[src/hdl/pip_pkg.sv]
// shared types and constants for the point in polygon test
package pip_pkg;

  localparam int COORD_BITS_DEF = 16;
  localparam int OPND_COUNT     = 8;

  typedef struct packed {
    logic first;
    logic last;
    logic enough;
    logic cross_a;
    logic up_a;
    logic cross_b;
    logic up_b;
  } edge_ctl_t;

endpackage

[src/hdl/pip_front.sv]
// front end: takes vertex words, holds polygon state, forms edge operands
module pip_front #(
  parameter int COORD_BITS = pip_pkg::COORD_BITS_DEF
) (
  input  logic                                                clk,
  input  logic                                                rst,
  input  logic signed [COORD_BITS-1:0]                        query_x,
  input  logic signed [COORD_BITS-1:0]                        query_y,
  input  logic signed [COORD_BITS-1:0]                        vertex_x,
  input  logic signed [COORD_BITS-1:0]                        vertex_y,
  input  logic                                                first_vertex,
  input  logic                                                last_vertex,
  input  logic                                                in_valid,
  output logic                                                in_stall,
  input  logic                                                q_full,
  output logic                                                q_push,
  output pip_pkg::edge_ctl_t                                  q_ctl,
  output logic [pip_pkg::OPND_COUNT*(COORD_BITS+1)-1:0]       q_opnd
);
  import pip_pkg::*;

  localparam int D = COORD_BITS + 1;
  localparam logic [1:0] COUNT_ONE  = 2'd1;
  localparam logic [1:0] COUNT_FULL = 2'd3;

  logic signed [COORD_BITS-1:0] held_query_x, held_query_y;
  logic signed [COORD_BITS-1:0] start_x, start_y;
  logic signed [COORD_BITS-1:0] previous_x, previous_y;
  logic [1:0]                   vertex_count;
  logic [1:0]                   vertex_count_next;

  logic signed [COORD_BITS-1:0] cur_qx, cur_qy, cur_sx, cur_sy;
  logic signed [D-1:0]          qx_e, qy_e, sx_e, sy_e, vx_e, vy_e, px_e, py_e;
  logic                         accept;

  assign in_stall = q_full;
  assign accept   = in_valid && !in_stall;
  assign q_push   = accept;

  assign cur_qx = first_vertex ? query_x  : held_query_x;
  assign cur_qy = first_vertex ? query_y  : held_query_y;
  assign cur_sx = first_vertex ? vertex_x : start_x;
  assign cur_sy = first_vertex ? vertex_y : start_y;

  assign qx_e = {cur_qx[COORD_BITS-1], cur_qx};
  assign qy_e = {cur_qy[COORD_BITS-1], cur_qy};
  assign sx_e = {cur_sx[COORD_BITS-1], cur_sx};
  assign sy_e = {cur_sy[COORD_BITS-1], cur_sy};
  assign vx_e = {vertex_x[COORD_BITS-1], vertex_x};
  assign vy_e = {vertex_y[COORD_BITS-1], vertex_y};
  assign px_e = {previous_x[COORD_BITS-1], previous_x};
  assign py_e = {previous_y[COORD_BITS-1], previous_y};

  always_comb begin
    if (first_vertex) begin
      vertex_count_next = COUNT_ONE;
    end else if (vertex_count == COUNT_FULL) begin
      vertex_count_next = COUNT_FULL;
    end else begin
      vertex_count_next = vertex_count + 2'd1;
    end
  end

  // edge from this vertex to the previous one
  assign q_opnd[0*D +: D] = qx_e - vx_e;
  assign q_opnd[1*D +: D] = py_e - vy_e;
  assign q_opnd[2*D +: D] = px_e - vx_e;
  assign q_opnd[3*D +: D] = qy_e - vy_e;
  // closing edge from the start vertex to this one
  assign q_opnd[4*D +: D] = qx_e - sx_e;
  assign q_opnd[5*D +: D] = vy_e - sy_e;
  assign q_opnd[6*D +: D] = vx_e - sx_e;
  assign q_opnd[7*D +: D] = qy_e - sy_e;

  always_comb begin
    q_ctl.first   = first_vertex;
    q_ctl.last    = last_vertex;
    q_ctl.enough  = (vertex_count_next == COUNT_FULL);
    q_ctl.cross_a = !first_vertex && ((vertex_y > cur_qy) != (previous_y > cur_qy));
    q_ctl.up_a    = previous_y > vertex_y;
    q_ctl.cross_b = last_vertex && ((cur_sy > cur_qy) != (vertex_y > cur_qy));
    q_ctl.up_b    = vertex_y > cur_sy;
  end

  always_ff @(posedge clk) begin
    if (rst) begin
      held_query_x <= '0;
      held_query_y <= '0;
      start_x      <= '0;
      start_y      <= '0;
      previous_x   <= '0;
      previous_y   <= '0;
      vertex_count <= '0;
    end else if (accept) begin
      if (first_vertex) begin
        held_query_x <= query_x;
        held_query_y <= query_y;
        start_x      <= vertex_x;
        start_y      <= vertex_y;
      end
      previous_x   <= vertex_x;
      previous_y   <= vertex_y;
      vertex_count <= vertex_count_next;
    end
  end

endmodule

[config.mk]
export PLATFORM = sky130hd
export DESIGN_NAME = pip_front
export DESIGN_NICKNAME = d
export VERILOG_FILES = /design/src/hdl/pip_pkg.sv /design/src/hdl/pip_front.sv
export SDC_FILE = /design/constraint.sdc
export NUM_CORES = 1
export LEC_CHECK = 0
export BUFFER_PORTS_ARGS = -buffer_cell sky130_fd_sc_hd__buf_2
export CORE_AREA = 8 8 199 125
export CTS_BUF_LIST = sky130_fd_sc_hd__clkbuf_4 sky130_fd_sc_hd__clkbuf_8
export DETAILED_ROUTE_END_ITERATION = 7
export DIE_AREA = 0 0 207 133
export PLACE_DENSITY = 0.73
export SETUP_SLACK_MARGIN = 0.3
export SYNTH_ARGS = -nofsm -noshare
export SYNTH_HDL_FRONTEND = slang
export SYNTH_SLANG_ARGS = --single-unit
export TNS_END_PERCENT = 1
[constraint.sdc]
create_clock -name clk -period 10.9 [get_ports clk]
set_input_delay 1.09 -clock clk [delete_from_list [all_inputs] [get_ports clk]]
set_output_delay 1.09 -clock clk [all_outputs]
set_load 0.05 [all_outputs]
# ---- After elaboration in Yosys (flattened, before gate mapping)
# Cells that the tools add are included.
dict set report totals {
  wordCells 36
  output_inout_bits 145
  in_bits 70
  regBits 98
}
dict set report op_classes {
  n_mux 6
  magnitude_cmp 5
  addsub 9
  n_reduce_logical 5
  eq_ne 4
}
# op n
set op_table {}
lappend op_table {{$sub 16x16->17} 8}
lappend op_table {{$gt 16x16->1} 5}
lappend op_table {{$mux 16} 4}
lappend op_table {{$eq 2x2->1 const B} 2}
lappend op_table {{$mux 2} 2}
lappend op_table {{$logic_and 1x1->1} 3}
lappend op_table {{$add 2x1->2 const B} 1}
lappend op_table {{$logic_not 1->1} 2}
lappend op_table {{$ne 1x1->1} 2}

# ---- Longest topological paths before layout
# Gate-level depths: netlist of run 1.
dict set report depth {
  word_depth 4
  depth_mapped 13
  mapped_depth_nobuf 10
}

# ---- Least setup slack after synthesis of run 1
# No wires, ideal clock.
dict set report synth_path {
  path_kind {input to output}
  startpoint {input port first_vertex}
  endpoint {output port q_opnd[14] in the netlist's numbering}
  t_required_ns 9.810
  n_path_buf 3
  arrival_time_ns 4.946
  cell_stages 12
  slack_ns 4.864
  path_cell_list {clkbuf_1 -> buf_2 -> buf_2 -> mux2i_1 -> ha_1 -> fa_1 -> nor2b_1 -> o21a_1 -> o21ai_1 -> a21oi_1 -> o41ai_2 -> o311ai_0}
}
dict set report synth_between {
  elab_chain_cells 2
}
# item line_no
set synth_lines {}
lappend synth_lines {{from (decl)} pip_front.sv:11} ;# input logic first_vertex,
lappend synth_lines {{$mux 16} -}
lappend synth_lines {{$sub 16x16->17} pip_front.sv:65} ;# assign q_opnd[0*D +: D] = qx_e - vx_e;
lappend synth_lines {{to (decl)} pip_front.sv:18} ;# output logic [pip_pkg::OPND_COUNT*(COORD_BITS+1)-1:0] q_opnd
# No other way between the ends.

==> results by group, run 1 <==
Status
  – Status: finished clean

Yosys
  – Cells after Synth: 1412
  – Netlist cell types: 74
  – Register area share after synthesis: between 10% and 20%
  – Post-Synth Adder-Cell Area: between 10% and 20%
  – #FFs+latches synth: a little under 100
  – Leading area contributor after synthesis: dfxtp_1
  – Area fraction of the dominant cell type after synthesis: 18.27%
  – Largest family of logic cells by synthesized area: compound AO/OA/AOI/OAI gates
  – Post-synthesis xor/xnor area fraction: under 10%
  – Post-Synthesis Cell Area: between 10000 and 15000 um2
  – Ys async rst share: 0%
  – Synth area leaders: dfxtp_1 (18%), ha_1 (17%), nor2_1 (5.7%), a21oi_1 (5.3%), mux2i_1 (4.8%)
  – Syn nets: approximately 1600
  – Synth Warn #: 0
  – Ys flop type: dfxtp_1
  – Synth Area in Compound Gates: a little under a quarter
  – Multiplexer share of the synthesized area: 6.525%
  – Synth Area in Simple Gates: 20.04%
  – Synthesized area per cell: between 7 and 8 um2
  – Post-synth EDFFs: 0

Floorplan
  – Chip height: 133 um
  – Die W: a little over 200 um
  – Row Count: 42
  – DIE AREA: around 28000 um2
  – Core box area: 21760 um2
  – Starting Density: around half
  – Boundary pin count: 215

Setup path
  – Required time worst endpoint: 9.81 ns
  – Peak fanout along the critical path: 39
  – Kind of critical path: primary input to output port
  – Crit-path max cell delay: 0.67 ns
  – CP bufs+invs: 4
  – CP top delay family: buffers and inverters
  – CP Depth: 13
  – Endpoint arrival time on the critical path: 5.12 ns
  – Crit-path cells: buf_4 -> buf_4 -> mux2i_1 -> inv_1 -> ha_1 -> nor2b_1 -> o31a_1 -> o211ai_2 -> a211oi_1 -> o32ai_1 -> or3_1 -> a21boi_1 -> buf_2
  – Reg-to-Reg End: held_query_y[1]
  – CP dominant cell by count: buf_4
  – Setup crit end kind: output port
  – Crit Reg-Reg Startpoint: held_query_y[1]
  – R2R depth: 2
  – Crit path launch type: primary input
  – Slowest CP cell: buf_4
  – Worst setup path endpoint: q_ctl[1]
  – Critical Path Source: first_vertex
  – R2r setup slk: between 9 and 10 ns

Global routing
  – Grt ovf: 0
  – First-pass GRT wire length: 57.93 mm
  – Initial antenna violation count: 0
  – Largest net degree at the start of global routing: ~110
  – Vias in the first global route: between 10000 and 15000
  – GRT Total Usage: around a quarter

STA
  – RSZ-0062 raised after global routing: false
  – Setup TNS Final: 0 ns
  – Final worst path period share: between 50% and 60%
  – Clock Skew: about 0.000079 ns
  – Rel. slew slack: roughly 23%
  – Max Fclk: around 160 MHz
  – Fin. Hold Viols: 0
  – Measured slew at the worst slew-check pin: ~1.2 ns
  – Count of pins over their slew limit: 0
  – # setup viols final: 0
  – Minimum clock period: between 6 and 7 ns

CTS
  – H-tree depth: 3
  – Hold-fix buffers, CTS: 0
  – Clk buf depth: 2
  – Setup Fix Bufs, Post-CTS: 0
  – Insertion delay to the later sink of the worst-skew pair: around 0.40 ns
  – Resize count post-CTS: 0
  – Number of buffers created by CTS: 9
  – CTS tree: built
  – Clk slew on worst S/H paths: about 0.09 ns
  – Clk root buf: clkbuf_8
  – CTS Sinks: 98

Route
  – Routed Antenna Nets: 0
  – # DRC: 0
  – WL final: approximately 38 mm
  – Initial DRT Pass Iterations: 6
  – DR WL/cell: approximately 20 um
  – DR iter-0 viols: about 1000
  – Vias: ~11000
  – Vias per Instance: roughly 6

Pwr
  – Pwr dens: 157.6 nW/um2
  – VDD IR max: roughly 0.15 mV
  – Total power draw: 1.922 mW
  – Leakage: 5.844 nW

Finish
  – Multi-input gate area: a little over 8000 um2
  – Antenna diode count: 0
  – Fin nets: roughly 1800
  – Area growth from synthesis to layout: 13.53%
  – FILL cells: 2152
  – Share of cells above drive strength 1: about 17%
  – Sequential cell area: roughly 2000 um2
  – Design Area, Final: roughly 12000 um2
  – Finished Core Util: 56.03%

Placement
  – DP Area: between 10000 and 15000 um2
  – Port bufs: around 210
  – DP HPWL: approximately 31 mm
  – GP Congestion: slightly below 1

Worst hold path
  – Hold Path Class: flip-flop to flip-flop

Flow run
  – Max-cap viol count: 0
-- cells by family (layout without fill, tap and decap cells) --
family / count (synthesis) / in the layout
XOR/XNOR: 81 / 81
buffers and inverters: 171 / 351
AND/OR/NAND/NOR: 460 / 460
adder cells (fa/ha/maj): 156 / 156
flip-flops: 98 / 98
multiplexers: 68 / 68
AO/OA/AOI/OAI: 378 / 378
-- registers in the layout (all words and copies together) (netlist names) --
name          cells
start_x          16
previous_y       16
start_y          16
held_query_x     16
held_query_y     16
vertex_count      2
previous_x       16
-- routing by layer --
metal  track usage (%)  vias up  wire length [um]
li1                  -     5432                 -
met1             39.89     5138             18910
met2             34.67      468             14190
met3             8.866       32              4261
met4             4.430        0               399
met5                 0        -                 0
-- power breakdown --
group / internal (mW) / switching, mW
clock: 0.121 / 0.142
combinational: 0.344 / 0.922
sequential: 0.379 / 0.0125
-- layout by cell type (no fill, tap or decap), drive strengths merged, types with 4 or more instances in the layout --
cell | netlist | final
a31oi | 8 | 8
o21ai | 58 | 58
mux2i | 52 | 52
o311ai | 6 | 6
a21boi | 11 | 11
o41ai | 4 | 4
a211oi | 58 | 58
nand2 | 105 | 105
o21bai | 5 | 5
a21o | 29 | 29
or4 | 4 | 4
nand3b | 4 | 4
buf | 11 | 217
nor4 | 6 | 6
nand3 | 21 | 21
xor2 | 28 | 28
a211o | 4 | 4
a2111oi | 5 | 5
xnor2 | 53 | 53
and3 | 11 | 11
o22ai | 4 | 4
nor3 | 54 | 54
nand2b | 12 | 12
a221oi | 4 | 4
and2 | 5 | 5
ha | 148 | 148
o31ai | 13 | 13
or3 | 9 | 9
o211ai | 5 | 5
nor2 | 163 | 163
a21oi | 114 | 114
nand4 | 23 | 23
clkbuf | 42 | 12
mux2 | 16 | 16
dfxtp | 98 | 98
fa | 8 | 8
inv | 117 | 118
o21a | 22 | 22
nor2b | 30 | 30
-- worst reg2reg max path: cells and delay by family, from the launching register on --
kind	cells	cell delay (ns)
DFF	1	0.32
AOI/OAI and AO/OA	1	0.16
muxes	1	0.46
-- stage by stage --
stage | hold slack (ns) | setup slack, ns | cells
2_1_floorplan | 0.4363 | 4.864 | 1412
3_3_place_gp | 0.4437 | 4.740 | 1862
3_5_place_dp | 0.4522 | 4.680 | 1862
4_1_cts | 0.4663 | 4.682 | 1878
5_1_grt | 0.4840 | 4.283 | 1878
6_report | 0.4628 | 4.690 | 1878
-- cell usage after synthesis (42+ instances only) --
| library cell | instances |
|---|---|
| nand2_1 | 105 |
| a21oi_1 | 114 |
| a211oi_1 | 58 |
| o21ai_0 | 44 |
| dfxtp_1 | 98 |
| mux2i_1 | 52 |
| nor2_1 | 163 |
| ha_1 | 148 |
| nor3_1 | 53 |
| inv_1 | 117 |
| clkbuf_1 | 42 |
| xnor2_1 | 53 |
-- how the worst min path moves through the flow --
stage	to	startpoint	slack, ns	depth (start not counted)
detailed placement	previous_x[4]	previous_x[4]	0.45	2
finish	previous_x[4]	previous_x[4]	0.46	2
CTS	previous_x[4]	previous_x[4]	0.47	2
global route	previous_x[8]	previous_x[8]	0.48	2
global placement	previous_y[0]	previous_y[0]	0.44	2
floorplan	previous_x[0]	previous_x[0]	0.44	2
-- area by class of cell --
type | count | share of cell area, %
clock buffers | 12 | 1.304
well taps | 286 | 2.935
multi-input cells | 1143 | 66.59
repair buffers | 217 | 9.012
clock inverters | 4 | 0.4106
flip-flops and latches | 98 | 16.09
inverters | 118 | 3.654
Power figures use the tool's default switching activity.
==> inputs of run 2 (changes only) <==
--- a/config.mk
+++ b/config.mk
@@ -10,7 +10,7 @@
 export CTS_BUF_LIST = sky130_fd_sc_hd__clkbuf_4 sky130_fd_sc_hd__clkbuf_8
 export DETAILED_ROUTE_END_ITERATION = 7
 export DIE_AREA = 0 0 207 133
-export PLACE_DENSITY = 0.73
+export PLACE_DENSITY = 0.76
 export SETUP_SLACK_MARGIN = 0.3
 export SYNTH_ARGS = -nofsm -noshare
 export SYNTH_HDL_FRONTEND = slang
==> constraint.sdc (replaced) <==
create_clock -name clk -period 5.7 [get_ports clk]
set_input_delay 0.57 -clock clk [delete_from_list [all_inputs] [get_ports clk]]
set_output_delay 0.57 -clock clk [all_outputs]
set_load 0.05 [all_outputs]
==> run 2 against run 1 <==
Effect of this change: clock-buffer cell count down 2; die area unchanged; hold slack better by 0.0013 ns.
==> results by group, run 2 (synthesis gave the netlist of run 1 again) <==
Route
  – Vias: 11250 (was 11070)
  – WL final: 38.52 mm (was 37.76 mm)
  – Routed length on met3: 4.701 mm (was 4.261 mm)
  – Vias per Instance: 5.976 (was 5.895)
  – Wl on met1: 19.04 mm (was 18.91 mm)
  – Initial DRT Pass Iterations: 7 (was 6)
  – # DRC: 0 (unchanged)
  – DR WL/cell: 20.47 um (was 20.11 um)
  – Met2 wire length: 14.42 mm (was 14.19 mm)
  – Routed Antenna Nets: 0 (unchanged)
  – Top Layer Used: met5 (was met4)
  – DR iter-0 viols: 1150 (was 1023)

Finish
  – Antenna diode count: 0 (unchanged)
  – Commonest non-fill, non-tap cell in the layout: buf_2 (unchanged)
  – Area growth from synthesis to layout: 13.90% (was 13.53%)
  – Share of cells above drive strength 1: 17.17% (was 16.96%)
  – Commonest cells after routing, fill and taps aside: buf_2 (213), nor2_1 (163), ha_1 (148), inv_1 (117), a21oi_1 (114) (was buf_2 (212), nor2_1 (163), ha_1 (148), inv_1 (117), a21oi_1 (114))
  – Fin nets: 1817 (was 1813)
  – Fin cells: 1882 (was 1878)
  – FILL cells: 2159 (was 2152)

Global routing
  – Vias in the first global route: 9942 (was 10140)
  – GRT Total Usage: 26.40% (was 26.26%)
  – Initial antenna violation count: 1 (was 0)
  – Largest net degree at the start of global routing: 77 (was 107)
  – Grt ovf: 0 (unchanged)
  – First-pass GRT wire length: 58.07 mm (was 57.93 mm)

Setup path
  – CP bufs+invs: 2 (was 4)
  – CP Depth: 12 (was 13)
  – Crit-path max cell delay: 0.50 ns (was 0.67 ns)
  – Crit path launch type: primary input (unchanged)
  – Kind of critical path: primary input to output port (unchanged)
  – Endpoint arrival time on the critical path: 4.06 ns (was 5.12 ns)
  – CP top delay family: compound AO/OA/AOI/OAI gates (was buffers and inverters)
  – Crit-path cells: buf_4 -> mux2i_1 -> ha_1 -> fa_1 -> nor2b_1 -> o21ai_0 -> a21oi_1 -> o221ai_1 -> o21ai_0 -> nor2b_1 -> o22ai_1 -> buf_2 (was buf_4 -> buf_4 -> mux2i_1 -> inv_1 -> ha_1 -> nor2b_1 -> o31a_1 -> o211ai_2 -> a211oi_1 -> o32ai_1 -> or3_1 -> a21boi_1 -> buf_2)
  – Slowest CP cell: mux2i_1 (was buf_4)
  – Required time worst endpoint: 5.13 ns (was 9.81 ns)
  – R2R depth: 2 (unchanged)
  – Setup crit end kind: output port (unchanged)
  – Peak fanout along the critical path: 36 (was 39)

Floorplan
  – Chip height: 133 um (unchanged)
  – Starting Density: 49.36% (unchanged)
  – Row Count: 42 (unchanged)
  – Die W: 207 um (unchanged)
  – Boundary pin count: 215 (unchanged)
  – DIE AREA: 27530 um2 (unchanged)
  – Core box area: 21760 um2 (unchanged)

CTS
  – Hold-fix buffers, CTS: 0 (unchanged)
  – Number of buffers created by CTS: 9 (unchanged)
  – Clk buf depth: 2 (unchanged)
  – CTS Sinks: 98 (unchanged)
  – CTS tree: built (unchanged)
  – Clk root buf: clkbuf_8 (unchanged)
  – Resize count post-CTS: 0 (unchanged)
  – Insertion delay to the later sink of the worst-skew pair: 0.39 ns (was 0.40 ns)
  – H-tree depth: 3 (unchanged)
  – Clk slew on worst S/H paths: 0.12 ns (was 0.09 ns)
  – Setup Fix Bufs, Post-CTS: 0 (unchanged)

STA
  – Fin. Hold Viols: 0 (unchanged)
  – Measured slew at the worst slew-check pin: 0.9507 ns (was 1.161 ns)
  – Rel. slew slack: 36.62% (was 22.58%)
  – Max Fclk: around 220 MHz
  – Clock Skew: 0.0001992 ns (was 0.00007933 ns)
  – Minimum clock period: between 4 and 5 ns
  – # setup viols final: 0 (unchanged)
  – RSZ-0062 raised after global routing: false (unchanged)
  – Hold slack: 0.4641 ns (was 0.4628 ns)
  – Final worst path period share: around 81%
  – Count of pins over their slew limit: 0 (unchanged)
  – Setup TNS Final: 0 ns (unchanged)

Pwr
  – Pwr dens: 302.2 nW/um2 (was 157.6 nW/um2)
  – Leakage: 5.863 nW (was 5.844 nW)
  – VDD IR max: 0.3103 mV (was 0.1451 mV)

Status
  – Status: finished clean (unchanged)

Flow run
  – Max-cap viol count: 0 (unchanged)

Worst hold path
  – Worst Hold Path Cells: 2 (unchanged)
  – Hold Path Class: flip-flop to flip-flop (unchanged)

Placement
  – Port bufs: 214 (unchanged)
  – DP HPWL: 31.33 mm (was 30.76 mm)
  – GP Congestion: 0.9856 (was 0.9730)
  – Post-Place Cells: 1866 (was 1862)
## run 2: cell count changes in the layout (fill, tap and decap cells not counted), sizes merged
| cell | delta |
|---|---|
| clkinv | -1 |
| buf | +4 |
| clkbuf | -2 |
| inv | +3 |
## run 2: area by class of cell
type                    count  area [um2]  area share (%)
multi-input cells        1143        8118           66.37
well taps                 286       357.8           2.926
clock buffers              10       137.6           1.125
inverters                 118       445.4           3.642
clock inverters             6       71.32          0.5831
repair buffers            221        1139           9.309
flip-flops and latches     98        1962           16.04
## run 2: path summary, 6_finish.rpt
kind / slack [ns] / end / start
max reg2reg: 4.58 / start_y[10] / start_y[10]
max: 1.07 / q_opnd[67] / first_vertex
min reg2reg: 0.46 / previous_y[0] / previous_y[0]
min: 0.46 / previous_y[0] / previous_y[0]
## run 2: per-stage QoR
step	setup slack, ns	utilization, %	total power [mW]	instance area, um2
2_1_floorplan	0.7038	-	2.589	10740
3_3_place_gp	1.168	55.26	3.152	12020
3_5_place_dp	1.138	55.26	3.170	12020
4_1_cts	1.120	56.22	3.684	12230
5_1_grt	0.8918	56.22	3.869	12230
6_report	1.069	56.22	3.697	12230
## run 2: worst reg2reg max path, stage by stage, from the launching register on
cell and delay, ns:
dfxtp_1 0.32, mux2i_1 0.50, a211oi_1 0.16
## run 2: report_power, final
group          internal, mW  switching (mW)  total, mW
Sequential            0.725          0.0242      0.750
Combinational         0.661            1.78       2.44
Clock                 0.220           0.288      0.508
Total                  1.61            2.09       3.70
## run 2: metal layers
| metal | up-vias | track usage (%) |
|---|---|---|
| met4 | 2 | 4.509 |
| met3 | 30 | 8.984 |
| met1 | 5237 | 40.37 |
| li1 | 5450 | - |
| met2 | 528 | 34.43 |
| met5 | - | 0 |
